### src/abss_pkg.sv
`timescale 1ns / 1ps
// ---------------------------------------------------------------------------
// abss_pkg
// Types and codes of the A/B boot slot selector.
// ---------------------------------------------------------------------------
package abss_pkg;

    typedef enum logic [1:0] {
        OP_DECIDE  = 2'd0,
        OP_INSTALL = 2'd1,
        OP_CONFIRM = 2'd2,
        OP_LOAD    = 2'd3
    } t_op;

    localparam logic [1:0] CFG_RECORD_FORMAT = 2'd0;
    localparam logic [1:0] CFG_MAX_TRIES     = 2'd1;
    localparam logic [1:0] CFG_STREAK_LIMIT  = 2'd2;

    localparam logic [1:0] SLOT_0    = 2'd0;
    localparam logic [1:0] SLOT_1    = 2'd1;
    localparam logic [1:0] SLOT_NONE = 2'd3;

    localparam logic [2:0] ST_IDLE        = 3'd0;
    localparam logic [2:0] ST_PENDING     = 3'd1;
    localparam logic [2:0] ST_CONFIRMED   = 3'd2;
    localparam logic [2:0] ST_FAILED      = 3'd3;
    localparam logic [2:0] ST_ROLLED_BACK = 3'd4;

    localparam logic [1:0] MODE_SAFE    = 2'd0;
    localparam logic [1:0] MODE_RUN     = 2'd1;
    localparam logic [1:0] MODE_SERVICE = 2'd2;

    localparam logic [7:0] RESET_RECORD_FORMAT = 8'd1;
    localparam logic [3:0] RESET_MAX_TRIES     = 4'd3;
    localparam logic [7:0] RESET_STREAK_LIMIT  = 8'd3;

    localparam int QUEUE_DEPTH = 2;
    localparam int REC_W       = 51;

    // Packed in storage layout: format in the low byte, min version on top.
    typedef struct packed {
        logic [31:0] minver;
        logic [2:0]  status;
        logic [3:0]  tries;
        logic [1:0]  pend;
        logic [1:0]  conf;
        logic [7:0]  fmt;
    } t_rec;

    typedef struct packed {
        logic [7:0] record_format;
        logic [3:0] max_tries;
        logic [7:0] streak_limit;
    } t_cfg;

    typedef struct packed {
        t_op         op;
        logic [1:0]  slot;
        logic        service;
        logic [7:0]  streak;
        logic        ok0;
        logic        ok1;
        logic [31:0] ver0;
        logic [31:0] ver1;
        logic [31:0] img_min;
        t_rec        rec;
        logic        ver1_gt_ver0;
    } t_item;

endpackage

### src/abss_front.sv
`timescale 1ns / 1ps
// ---------------------------------------------------------------------------
// abss_front
// Input side: takes operations, decodes them and pre-compares the image
// versions before the item enters the queue.
// ---------------------------------------------------------------------------
module abss_front (
    input  logic                 i_in_valid,
    output logic                 o_in_stall,
    input  logic [1:0]           i_operation,
    input  logic [1:0]           i_slot,
    input  logic                 i_service_request,
    input  logic [7:0]           i_streak_in,
    input  logic                 i_slot0_ok,
    input  logic                 i_slot1_ok,
    input  logic [31:0]          i_slot0_version,
    input  logic [31:0]          i_slot1_version,
    input  logic [31:0]          i_image_min_version,
    input  logic [50:0]          i_record_in,
    input  logic                 i_q_full,
    output logic                 o_push,
    output abss_pkg::t_item      o_item
);
    import abss_pkg::*;

    assign o_in_stall = i_q_full;
    assign o_push     = i_in_valid && !i_q_full;

    always_comb begin
        o_item              = '0;
        o_item.op           = t_op'(i_operation);
        o_item.slot         = i_slot;
        o_item.service      = i_service_request;
        o_item.streak       = i_streak_in;
        o_item.ok0          = i_slot0_ok;
        o_item.ok1          = i_slot1_ok;
        o_item.ver0         = i_slot0_version;
        o_item.ver1         = i_slot1_version;
        o_item.img_min      = i_image_min_version;
        o_item.rec          = t_rec'(i_record_in);
        // fallback tie-break does not depend on the record, settle it here
        o_item.ver1_gt_ver0 = i_slot1_version > i_slot0_version;
    end

endmodule

### src/abss_queue.sv
`timescale 1ns / 1ps
// ---------------------------------------------------------------------------
// abss_queue
// Two-entry FIFO between the front and the back.
// ---------------------------------------------------------------------------
module abss_queue (
    input  logic             i_clk,
    input  logic             i_rst_n,
    input  logic             i_push,
    input  abss_pkg::t_item  i_item,
    output logic             o_full,
    output logic             o_valid,
    input  logic             i_pop,
    output abss_pkg::t_item  o_item
);
    import abss_pkg::*;

    localparam int PTR_W = (QUEUE_DEPTH > 1) ? $clog2(QUEUE_DEPTH) : 1;
    localparam int CNT_W = $clog2(QUEUE_DEPTH + 1);
    localparam logic [CNT_W-1:0] CNT_FULL = CNT_W'(QUEUE_DEPTH);
    localparam logic [PTR_W-1:0] PTR_LAST = PTR_W'(QUEUE_DEPTH - 1);

    t_item            r_entry [QUEUE_DEPTH];
    logic [PTR_W-1:0] r_wr_ptr;
    logic [PTR_W-1:0] r_rd_ptr;
    logic [CNT_W-1:0] r_count;
    logic             do_pop;

    assign o_full  = (r_count == CNT_FULL);
    assign o_valid = (r_count != '0);
    assign o_item  = r_entry[r_rd_ptr];
    assign do_pop  = i_pop && o_valid;

    always_ff @(posedge i_clk) begin
        if (i_push) begin
            r_entry[r_wr_ptr] <= i_item;
        end
    end

    always_ff @(posedge i_clk) begin
        if (!i_rst_n) begin
            r_wr_ptr <= '0;
            r_rd_ptr <= '0;
            r_count  <= '0;
        end else begin
            if (i_push) begin
                r_wr_ptr <= (r_wr_ptr == PTR_LAST) ? '0 : r_wr_ptr + 1'b1;
            end
            if (do_pop) begin
                r_rd_ptr <= (r_rd_ptr == PTR_LAST) ? '0 : r_rd_ptr + 1'b1;
            end
            if (i_push && !do_pop) begin
                r_count <= r_count + 1'b1;
            end else if (do_pop && !i_push) begin
                r_count <= r_count - 1'b1;
            end
        end
    end

endmodule

### src/abss_back.sv
`timescale 1ns / 1ps
// ---------------------------------------------------------------------------
// abss_back
// Execution side: holds the boot record, carries out decide, install,
// confirm and load, and registers the result.
// ---------------------------------------------------------------------------
module abss_back (
    input  logic             i_clk,
    input  logic             i_rst_n,
    input  abss_pkg::t_cfg   i_cfg,
    input  logic             i_q_valid,
    input  abss_pkg::t_item  i_item,
    output logic             o_pop,
    output logic             o_out_valid,
    input  logic             i_out_stall,
    output logic [1:0]       o_boot_mode,
    output logic [1:0]       o_boot_slot,
    output logic             o_store_needed,
    output logic             o_changed,
    output logic [7:0]       o_streak_out,
    output logic [50:0]      o_record_out
);
    import abss_pkg::*;

    t_rec       r_rec;
    t_rec       n_rec;
    logic       r_out_valid;
    logic [1:0] r_mode;
    logic [1:0] r_slot;
    logic       r_store;
    logic       r_chg;
    logic [7:0] r_streak;

    logic [1:0] n_mode;
    logic [1:0] n_slot;
    logic       n_store;
    logic       n_chg;
    logic [7:0] n_streak;

    t_rec       dflt_rec;
    t_rec       w_rec;
    logic       sane;
    logic       use0;
    logic       use1;
    logic       use_p;
    logic       use_c;
    logic       cand0;
    logic       cand1;
    logic [1:0] best;
    logic       trial_run;
    logic       take;

    assign take  = i_q_valid && (!r_out_valid || !i_out_stall);
    assign o_pop = take;

    always_comb begin
        dflt_rec     = '0;
        dflt_rec.fmt = i_cfg.record_format;
        dflt_rec.conf = SLOT_NONE;
        dflt_rec.pend = SLOT_NONE;
    end

    assign sane = (r_rec.fmt == i_cfg.record_format)
               && (r_rec.conf != 2'd2) && (r_rec.pend != 2'd2)
               && ((r_rec.pend == SLOT_NONE) || (r_rec.pend != r_rec.conf))
               && (r_rec.tries <= i_cfg.max_tries)
               && (r_rec.status <= ST_ROLLED_BACK);

    // record that decide works on: an insane one is replaced first
    assign w_rec = sane ? r_rec : dflt_rec;

    assign use0  = i_item.ok0 && (i_item.ver0 >= w_rec.minver);
    assign use1  = i_item.ok1 && (i_item.ver1 >= w_rec.minver);
    assign use_p = ((w_rec.pend == SLOT_0) && use0) || ((w_rec.pend == SLOT_1) && use1);
    assign use_c = ((w_rec.conf == SLOT_0) && use0) || ((w_rec.conf == SLOT_1) && use1);
    assign cand0 = use0 && (w_rec.conf != SLOT_0);
    assign cand1 = use1 && (w_rec.conf != SLOT_1);

    always_comb begin
        priority if (cand1 && (!cand0 || i_item.ver1_gt_ver0)) begin
            best = SLOT_1;
        end else if (cand0) begin
            best = SLOT_0;
        end else begin
            best = SLOT_NONE;
        end
    end

    always_comb begin
        n_rec     = r_rec;
        n_mode    = MODE_SAFE;
        n_slot    = SLOT_NONE;
        n_store   = 1'b0;
        n_chg     = 1'b0;
        n_streak  = i_item.streak;
        trial_run = 1'b0;
        unique case (i_item.op)
            OP_DECIDE: begin
                n_rec   = w_rec;
                n_store = !sane;
                if (i_item.service) begin
                    n_mode = MODE_SERVICE;
                end else begin
                    if (w_rec.pend != SLOT_NONE) begin
                        n_store  = 1'b1;
                        n_streak = '0;
                        if (use_p && (w_rec.tries < i_cfg.max_tries)) begin
                            trial_run    = 1'b1;
                            n_rec.tries  = w_rec.tries + 4'd1;
                            n_rec.status = ST_PENDING;
                            n_mode       = MODE_RUN;
                            n_slot       = w_rec.pend;
                        end else begin
                            n_rec.status = use_p ? ST_ROLLED_BACK : ST_FAILED;
                            n_rec.pend   = SLOT_NONE;
                            n_rec.tries  = '0;
                        end
                    end
                    if (!trial_run) begin
                        priority if (n_streak >= i_cfg.streak_limit) begin
                            n_mode = MODE_SAFE;
                        end else if (use_c) begin
                            n_mode = MODE_RUN;
                            n_slot = w_rec.conf;
                        end else if (best != SLOT_NONE) begin
                            n_rec.status = (w_rec.conf == SLOT_NONE) ? ST_CONFIRMED
                                                                     : ST_ROLLED_BACK;
                            n_rec.conf   = best;
                            n_store      = 1'b1;
                            n_mode       = MODE_RUN;
                            n_slot       = best;
                        end else begin
                            n_mode = MODE_SAFE;
                        end
                    end
                end
            end
            OP_INSTALL: begin
                n_rec.pend   = i_item.slot;
                n_rec.tries  = '0;
                n_rec.status = ST_PENDING;
            end
            OP_CONFIRM: begin
                if ((i_item.slot != 2'd2) && (i_item.slot != SLOT_NONE)) begin
                    if (r_rec.pend == i_item.slot) begin
                        n_rec.pend   = SLOT_NONE;
                        n_rec.tries  = '0;
                        n_rec.conf   = i_item.slot;
                        n_rec.status = ST_CONFIRMED;
                        n_chg        = 1'b1;
                    end
                    if ((n_rec.conf == i_item.slot) && (i_item.img_min > r_rec.minver)) begin
                        n_rec.minver = i_item.img_min;
                        n_chg        = 1'b1;
                    end
                end
            end
            OP_LOAD: begin
                n_rec = i_item.rec;
            end
            default: begin
                n_rec = r_rec;
            end
        endcase
    end

    always_ff @(posedge i_clk) begin
        if (!i_rst_n) begin
            r_rec       <= '{minver: '0, status: ST_IDLE, tries: '0, pend: SLOT_NONE,
                             conf: SLOT_NONE, fmt: RESET_RECORD_FORMAT};
            r_out_valid <= 1'b0;
        end else begin
            if (take) begin
                r_rec       <= n_rec;
                r_out_valid <= 1'b1;
            end else if (!i_out_stall) begin
                r_out_valid <= 1'b0;
            end
        end
    end

    always_ff @(posedge i_clk) begin
        if (take) begin
            r_mode   <= n_mode;
            r_slot   <= n_slot;
            r_store  <= n_store;
            r_chg    <= n_chg;
            r_streak <= n_streak;
        end
    end

    // the record only moves when a new result is loaded, so it doubles as output
    assign o_out_valid    = r_out_valid;
    assign o_boot_mode    = r_mode;
    assign o_boot_slot    = r_slot;
    assign o_store_needed = r_store;
    assign o_changed      = r_chg;
    assign o_streak_out   = r_streak;
    assign o_record_out   = REC_W'(r_rec);

endmodule

### src/ab_boot_slot_selector_core.sv
`timescale 1ns / 1ps
// An operation that is transferred in passes through the queue and then the
// back end result register before its result is offered. Throughput: one
// operation per cycle while i_out_stall is low; the back end updates its record
// register once per operation taken; the two-entry queue absorbs output stalls.
// Reset (synchronous, active low): config registers return to 1/3/3, the boot
// record to its default (no slots, zero tries, idle, min version 0), queue empty.
// ---------------------------------------------------------------------------
// ab_boot_slot_selector_core
// A/B boot slot selection with trial boots, rollback and anti-rollback.
// ---------------------------------------------------------------------------
module ab_boot_slot_selector_core (
    input  logic        i_clk,
    input  logic        i_rst_n,
    input  logic        i_cfg_we,
    input  logic [1:0]  i_cfg_index,
    input  logic [7:0]  i_cfg_wdata,
    input  logic        i_in_valid,
    output logic        o_in_stall,
    input  logic [1:0]  i_operation,
    input  logic [1:0]  i_slot,
    input  logic        i_service_request,
    input  logic [7:0]  i_streak_in,
    input  logic        i_slot0_ok,
    input  logic        i_slot1_ok,
    input  logic [31:0] i_slot0_version,
    input  logic [31:0] i_slot1_version,
    input  logic [31:0] i_image_min_version,
    input  logic [50:0] i_record_in,
    output logic        o_out_valid,
    input  logic        i_out_stall,
    output logic [1:0]  o_boot_mode,
    output logic [1:0]  o_boot_slot,
    output logic        o_store_needed,
    output logic        o_changed,
    output logic [7:0]  o_streak_out,
    output logic [50:0] o_record_out
);
    import abss_pkg::*;

    t_cfg  r_cfg;
    t_item front_item;
    t_item q_item;
    logic  push;
    logic  q_full;
    logic  q_valid;
    logic  pop;

    always_ff @(posedge i_clk) begin
        if (!i_rst_n) begin
            r_cfg.record_format <= RESET_RECORD_FORMAT;
            r_cfg.max_tries     <= RESET_MAX_TRIES;
            r_cfg.streak_limit  <= RESET_STREAK_LIMIT;
        end else if (i_cfg_we) begin
            unique case (i_cfg_index)
                CFG_RECORD_FORMAT: r_cfg.record_format <= i_cfg_wdata;
                CFG_MAX_TRIES:     r_cfg.max_tries     <= i_cfg_wdata[3:0];
                CFG_STREAK_LIMIT:  r_cfg.streak_limit  <= i_cfg_wdata;
                default: begin
                    r_cfg <= r_cfg;
                end
            endcase
        end
    end

    abss_front u_front (
        .i_in_valid          (i_in_valid),
        .o_in_stall          (o_in_stall),
        .i_operation         (i_operation),
        .i_slot              (i_slot),
        .i_service_request   (i_service_request),
        .i_streak_in         (i_streak_in),
        .i_slot0_ok          (i_slot0_ok),
        .i_slot1_ok          (i_slot1_ok),
        .i_slot0_version     (i_slot0_version),
        .i_slot1_version     (i_slot1_version),
        .i_image_min_version (i_image_min_version),
        .i_record_in         (i_record_in),
        .i_q_full            (q_full),
        .o_push              (push),
        .o_item              (front_item)
    );

    abss_queue u_queue (
        .i_clk   (i_clk),
        .i_rst_n (i_rst_n),
        .i_push  (push),
        .i_item  (front_item),
        .o_full  (q_full),
        .o_valid (q_valid),
        .i_pop   (pop),
        .o_item  (q_item)
    );

    abss_back u_back (
        .i_clk          (i_clk),
        .i_rst_n        (i_rst_n),
        .i_cfg          (r_cfg),
        .i_q_valid      (q_valid),
        .i_item         (q_item),
        .o_pop          (pop),
        .o_out_valid    (o_out_valid),
        .i_out_stall    (i_out_stall),
        .o_boot_mode    (o_boot_mode),
        .o_boot_slot    (o_boot_slot),
        .o_store_needed (o_store_needed),
        .o_changed      (o_changed),
        .o_streak_out   (o_streak_out),
        .o_record_out   (o_record_out)
    );

endmodule

### config.mk
export PLATFORM = sky130hd
export DESIGN_NAME = ab_boot_slot_selector_core
export DESIGN_NICKNAME = d
export VERILOG_FILES = /design/src/abss_pkg.sv /design/src/abss_front.sv /design/src/abss_queue.sv /design/src/abss_back.sv /design/src/ab_boot_slot_selector_core.sv
export SDC_FILE = /design/constraint.sdc
export NUM_CORES = 1
export LEC_CHECK = 0
export BUFFER_PORTS_ARGS = -buffer_cell sky130_fd_sc_hd__buf_2
export CORE_AREA = 10 10 218 220
export DETAILED_ROUTE_END_ITERATION = 12
export DIE_AREA = 0 0 228 230
export PLACE_DENSITY_LB_ADDON = 0.3
export SLEW_MARGIN = 5
export SYNTH_ARGS = -nofsm -noshare
export SYNTH_HDL_FRONTEND = slang
export SYNTH_HIERARCHICAL = 1
export SYNTH_SLANG_ARGS = --single-unit
### constraint.sdc
create_clock -name i_clk -period 22.1 [get_ports i_clk]
set_input_delay 2.21 -clock i_clk [delete_from_list [all_inputs] [get_ports i_clk]]
set_output_delay 2.21 -clock i_clk [all_outputs]
set_load 0.02 [all_outputs]
==> flow_metrics.py <==
metrics = {
    "outcome": {
        "status": "complete, no violations",
    },
    "place": {
        "hpwl_um": 36100,
        "io_buffers": 243,
        "gp_congestion": 0.843,
        "place_inst": 2261,
        "place_area_um2": 21900,
    },
    "timing": {
        "finalClockSkew_ns": 0.0248,
        "post-route-min-period_ns": 5.44,
        "tns_ns": 0,
        "hold_viol_final": 0,
        "drv_slew": 0,
        "rsz0062_at_grt": "no",
        "slew_headroom_pct": 19.2,
        "hold_ws_ns": 0.461,
        "fmax_mhz": 184,
        "tightest_slew_ns": 1.21,
        "post-route-period-util_pct": 24.6,
        "finalSetupViolations": 0,
    },
    "cts": {
        "numCtsBuffers": 44,
        "insertion_delay_ns": 0.57,
        "post_cts_resized": 0,
        "clockBufferDepth": 3,
        "htreeDepth": 2,
        "hold_buffers": 0,
        "cts.clk_slew.worst_paths_ns": 0.06,
        "cts_tree": "done",
        "cts_setup_buffers": 0,
        "clock_sinks": 417,
        "cts_root_buf": "clkbuf_16",
    },
    "min_path": {
        "min_from": "r_cfg[10]",
        "holdPathStages": 2,
        "holdCritPathClass": "reg2reg",
        "min_to": "r_cfg[10]",
    },
    "critical_path": {
        "crit_arrival_ns": 5.85,
        "cpPeakStageDelay_ns": 0.69,
        "crit_fanout": 44,
        "crit_slowest_cell": "dfxtp_1",
        "worstReg2RegEnd": "u_back/o_record_out[8]",
        "cp_cell_sequence": "nand4bb_1 -> o211ai_1 -> or4_1 -> a21oi_4 -> buf_4 -> nand2_1 -> ha_1 -> a21o_1 -> a211o_1 -> a2111oi_0 -> o21ai_0 -> a211oi_2 -> o32a_2 -> nor2b_4 -> a21oi_1 -> nand4b_1",
        "critical_path.top_delay_family": "compound AO/OA/AOI/OAI gates",
        "r2r_cells": 16,
        "r2r-start": "u_back/o_record_out[11]",
        "r2r_slack_ns": 16.66,
        "path_buf_inv": 1,
        "crit_path_start_kind": "flop",
        "crit_type": "reg2reg",
        "cp.required_ns": 22.51,
        "crit_path_end_kind": "flop",
    },
    "logic_synthesis": {
        "synth_edf_count": 340,
        "ys_ff_latch": 417,
        "yosys.cell_types.count": 74,
        "async_flop_share_pct": 0,
        "synth_top_area_share_pct": 47.7,
        "synthTopCellsByArea": "edfxtp_1 48%, ha_1 8.5%, dfxtp_1 7.2%",
        "ys_seq_area_share_pct": 54.9,
        "synth_nets": 1962,
        "yosysTopAreaCell": "edfxtp_1",
        "ys_warn_count": 6,
        "ys.flop_type": "edfxtp_1",
        "synth_area_per_cell_um2": 13.0,
        "mappedNetlistArea_um2": 21400,
        "netlist_instances": 1640,
    },
    "detailed_routing": {
        "dr.first_iter.drc_count": 892,
        "routed_via_density": 5.39,
        "postRouteAntennaNets": 0,
        "detail_route.wl_per_cell_um": 21.3,
        "routed_wl_um": 50000,
        "drc": 0,
        "vias": 12600,
        "first_pass_iters": 5,
    },
    "pwr": {
        "power_leakage_nw": 9.16,
        "peakVddDrop_v": 0.0000788,
        "power_density_nw_per_um2": 119,
        "power_w": 0.00279,
    },
    "layout": {
        "mostFrequentLayoutCell": "edfxtp_1",
        "drive_gt1_share_pct": 28.6,
        "fillers": 3572,
        "fin_cells": 2344,
        "area_growth_pct": 9.47,
        "final_cell_mix": "340 x edfxtp_1, 243 x buf_2, 145 x ha_1, 117 x nand2_1, 95 x mux2_2",
        "multi_input_area_um2": 7790,
        "seq_area_um2": 11800,
        "fin_nets": 2044,
        "postLayoutCellArea_um2": 23400,
    },
    "grt": {
        "grt_max_degree": 136,
        "antenna_found_initial": 1,
        "grt_first_pass_wirelength_um": 76200,
        "overflow": 0,
        "grt_pass1_vias": 13000,
        "grt_usage_pct": 18.5,
    },
    "die": {
        "io_pins": 244,
        "dieWidth_um": 228,
        "row_count": 76,
        "die_area_um2": 52400,
        "core_um2": 42900,
        "die_h_um": 230,
        "start_util_pct": 49.9,
    },
    "run": {
        "cap_violations": 0,
    },
}
[worst min-delay path: cells and delay by family (launching register included)]
family           cells  cell delay, ns
DFF                  1            0.31
and+or+nand+nor      1            0.05
muxes                1            0.05
[flip-flops by register name, summed over array words and instances, names as in the netlist, named ones only]
| signal | count |
|---|---|
| u_back/o_boot_slot | 2 |
| u_queue/r_rd_ptr | 1 |
| u_back/o_boot_mode | 2 |
| u_back/o_changed | 1 |
| u_queue/r_count | 2 |
| u_back/o_store_needed | 1 |
| u_queue/r_wr_ptr | 1 |
| u_back/o_record_out | 51 |
| u_queue/r_entry | 326 |
| r_cfg | 20 |
| u_back/o_out_valid | 1 |
| u_back/o_streak_out | 8 |
[how the worst max path moves through the flow]
stage / from / end / cells after the start
floorplan: i_in_valid / u_queue/r_entry[0][0] / 2
global placement: i_in_valid / u_queue/r_entry[0][20] / 5
detailed placement: i_in_valid / u_queue/r_entry[0][20] / 5
CTS: u_back/o_record_out[11] / u_back/o_record_out[8] / 16
global route: u_back/o_record_out[11] / u_back/o_boot_mode[0] / 16
finish: u_back/o_record_out[11] / u_back/o_record_out[8] / 16
[kinds of logic (layout without fill, tap and decap cells)]
family	after synthesis	in the layout	synth area share, %
simple gates	290	290	6.85
other cells	0	1	0
buf+inv	308	426	8.82
compound gates	243	243	7.74
xor+xnor	16	16	0.655
flops	417	417	54.9
fa+ha+maj	145	145	8.48
mux	221	221	12.5
[where the power goes]
part	total, W	internal [W]	switching, W
clock network	0.000758	0.000455	0.000303
logic	0.000969	0.000405	0.000564
registers	0.00107	0.000986	0.0000819
total	0.00279	0.00185	0.000949
[Yosys cell counts (5+ instances only)]
library cell	instances
a211oi_1	6
a21boi_0	6
a21o_1	16
a21oi_1	72
a22oi_1	10
and2_1	29
buf_2	12
buf_4	167
buf_6	12
clkbuf_1	26
dfxtp_1	77
edfxtp_1	340
ha_1	145
inv_1	89
mux2_2	95
mux2_4	70
mux2i_1	56
nand2_1	117
nand2b_1	10
nand3_1	22
nand4_1	24
nor2_1	26
nor2b_1	22
nor3_1	11
o211a_1	8
o211ai_1	5
o21a_1	5
o21ai_0	33
o21ai_1	6
o2bb2ai_1	32
xnor2_1	14
[cell type report]
class                      count  share of cell area [%]
sequential                   417                    50.2
multi-input combinational    915                    33.2
timing repair buffer         255                    5.63
clock buffer                  62                    5.34
tap                          585                    3.12
inverter                      89                    1.43
clock inverter                20                    1.04
antenna                        1                  0.0107
[metal layers]
metal	global-route usage (%)	part of all wire (%)	up-vias
li1	-	-	6055
met1	22.1	41	6197
met2	32.8	52	308
met3	4.11	5.3	66
met4	5.25	2.2	0
met5	0	0	-
[metrics by stage]
step | worst slack (ns) | utilization [%]
6_report | 16.66 | 54.6
5_1_grt | 16.41 | 54.6
4_1_cts | 16.79 | 54.6
3_5_place_dp | 16.48 | 51.1
3_3_place_gp | 16.50 | 51.1
2_1_floorplan | 11.77 | -
(Power assumes the default switching activity.)
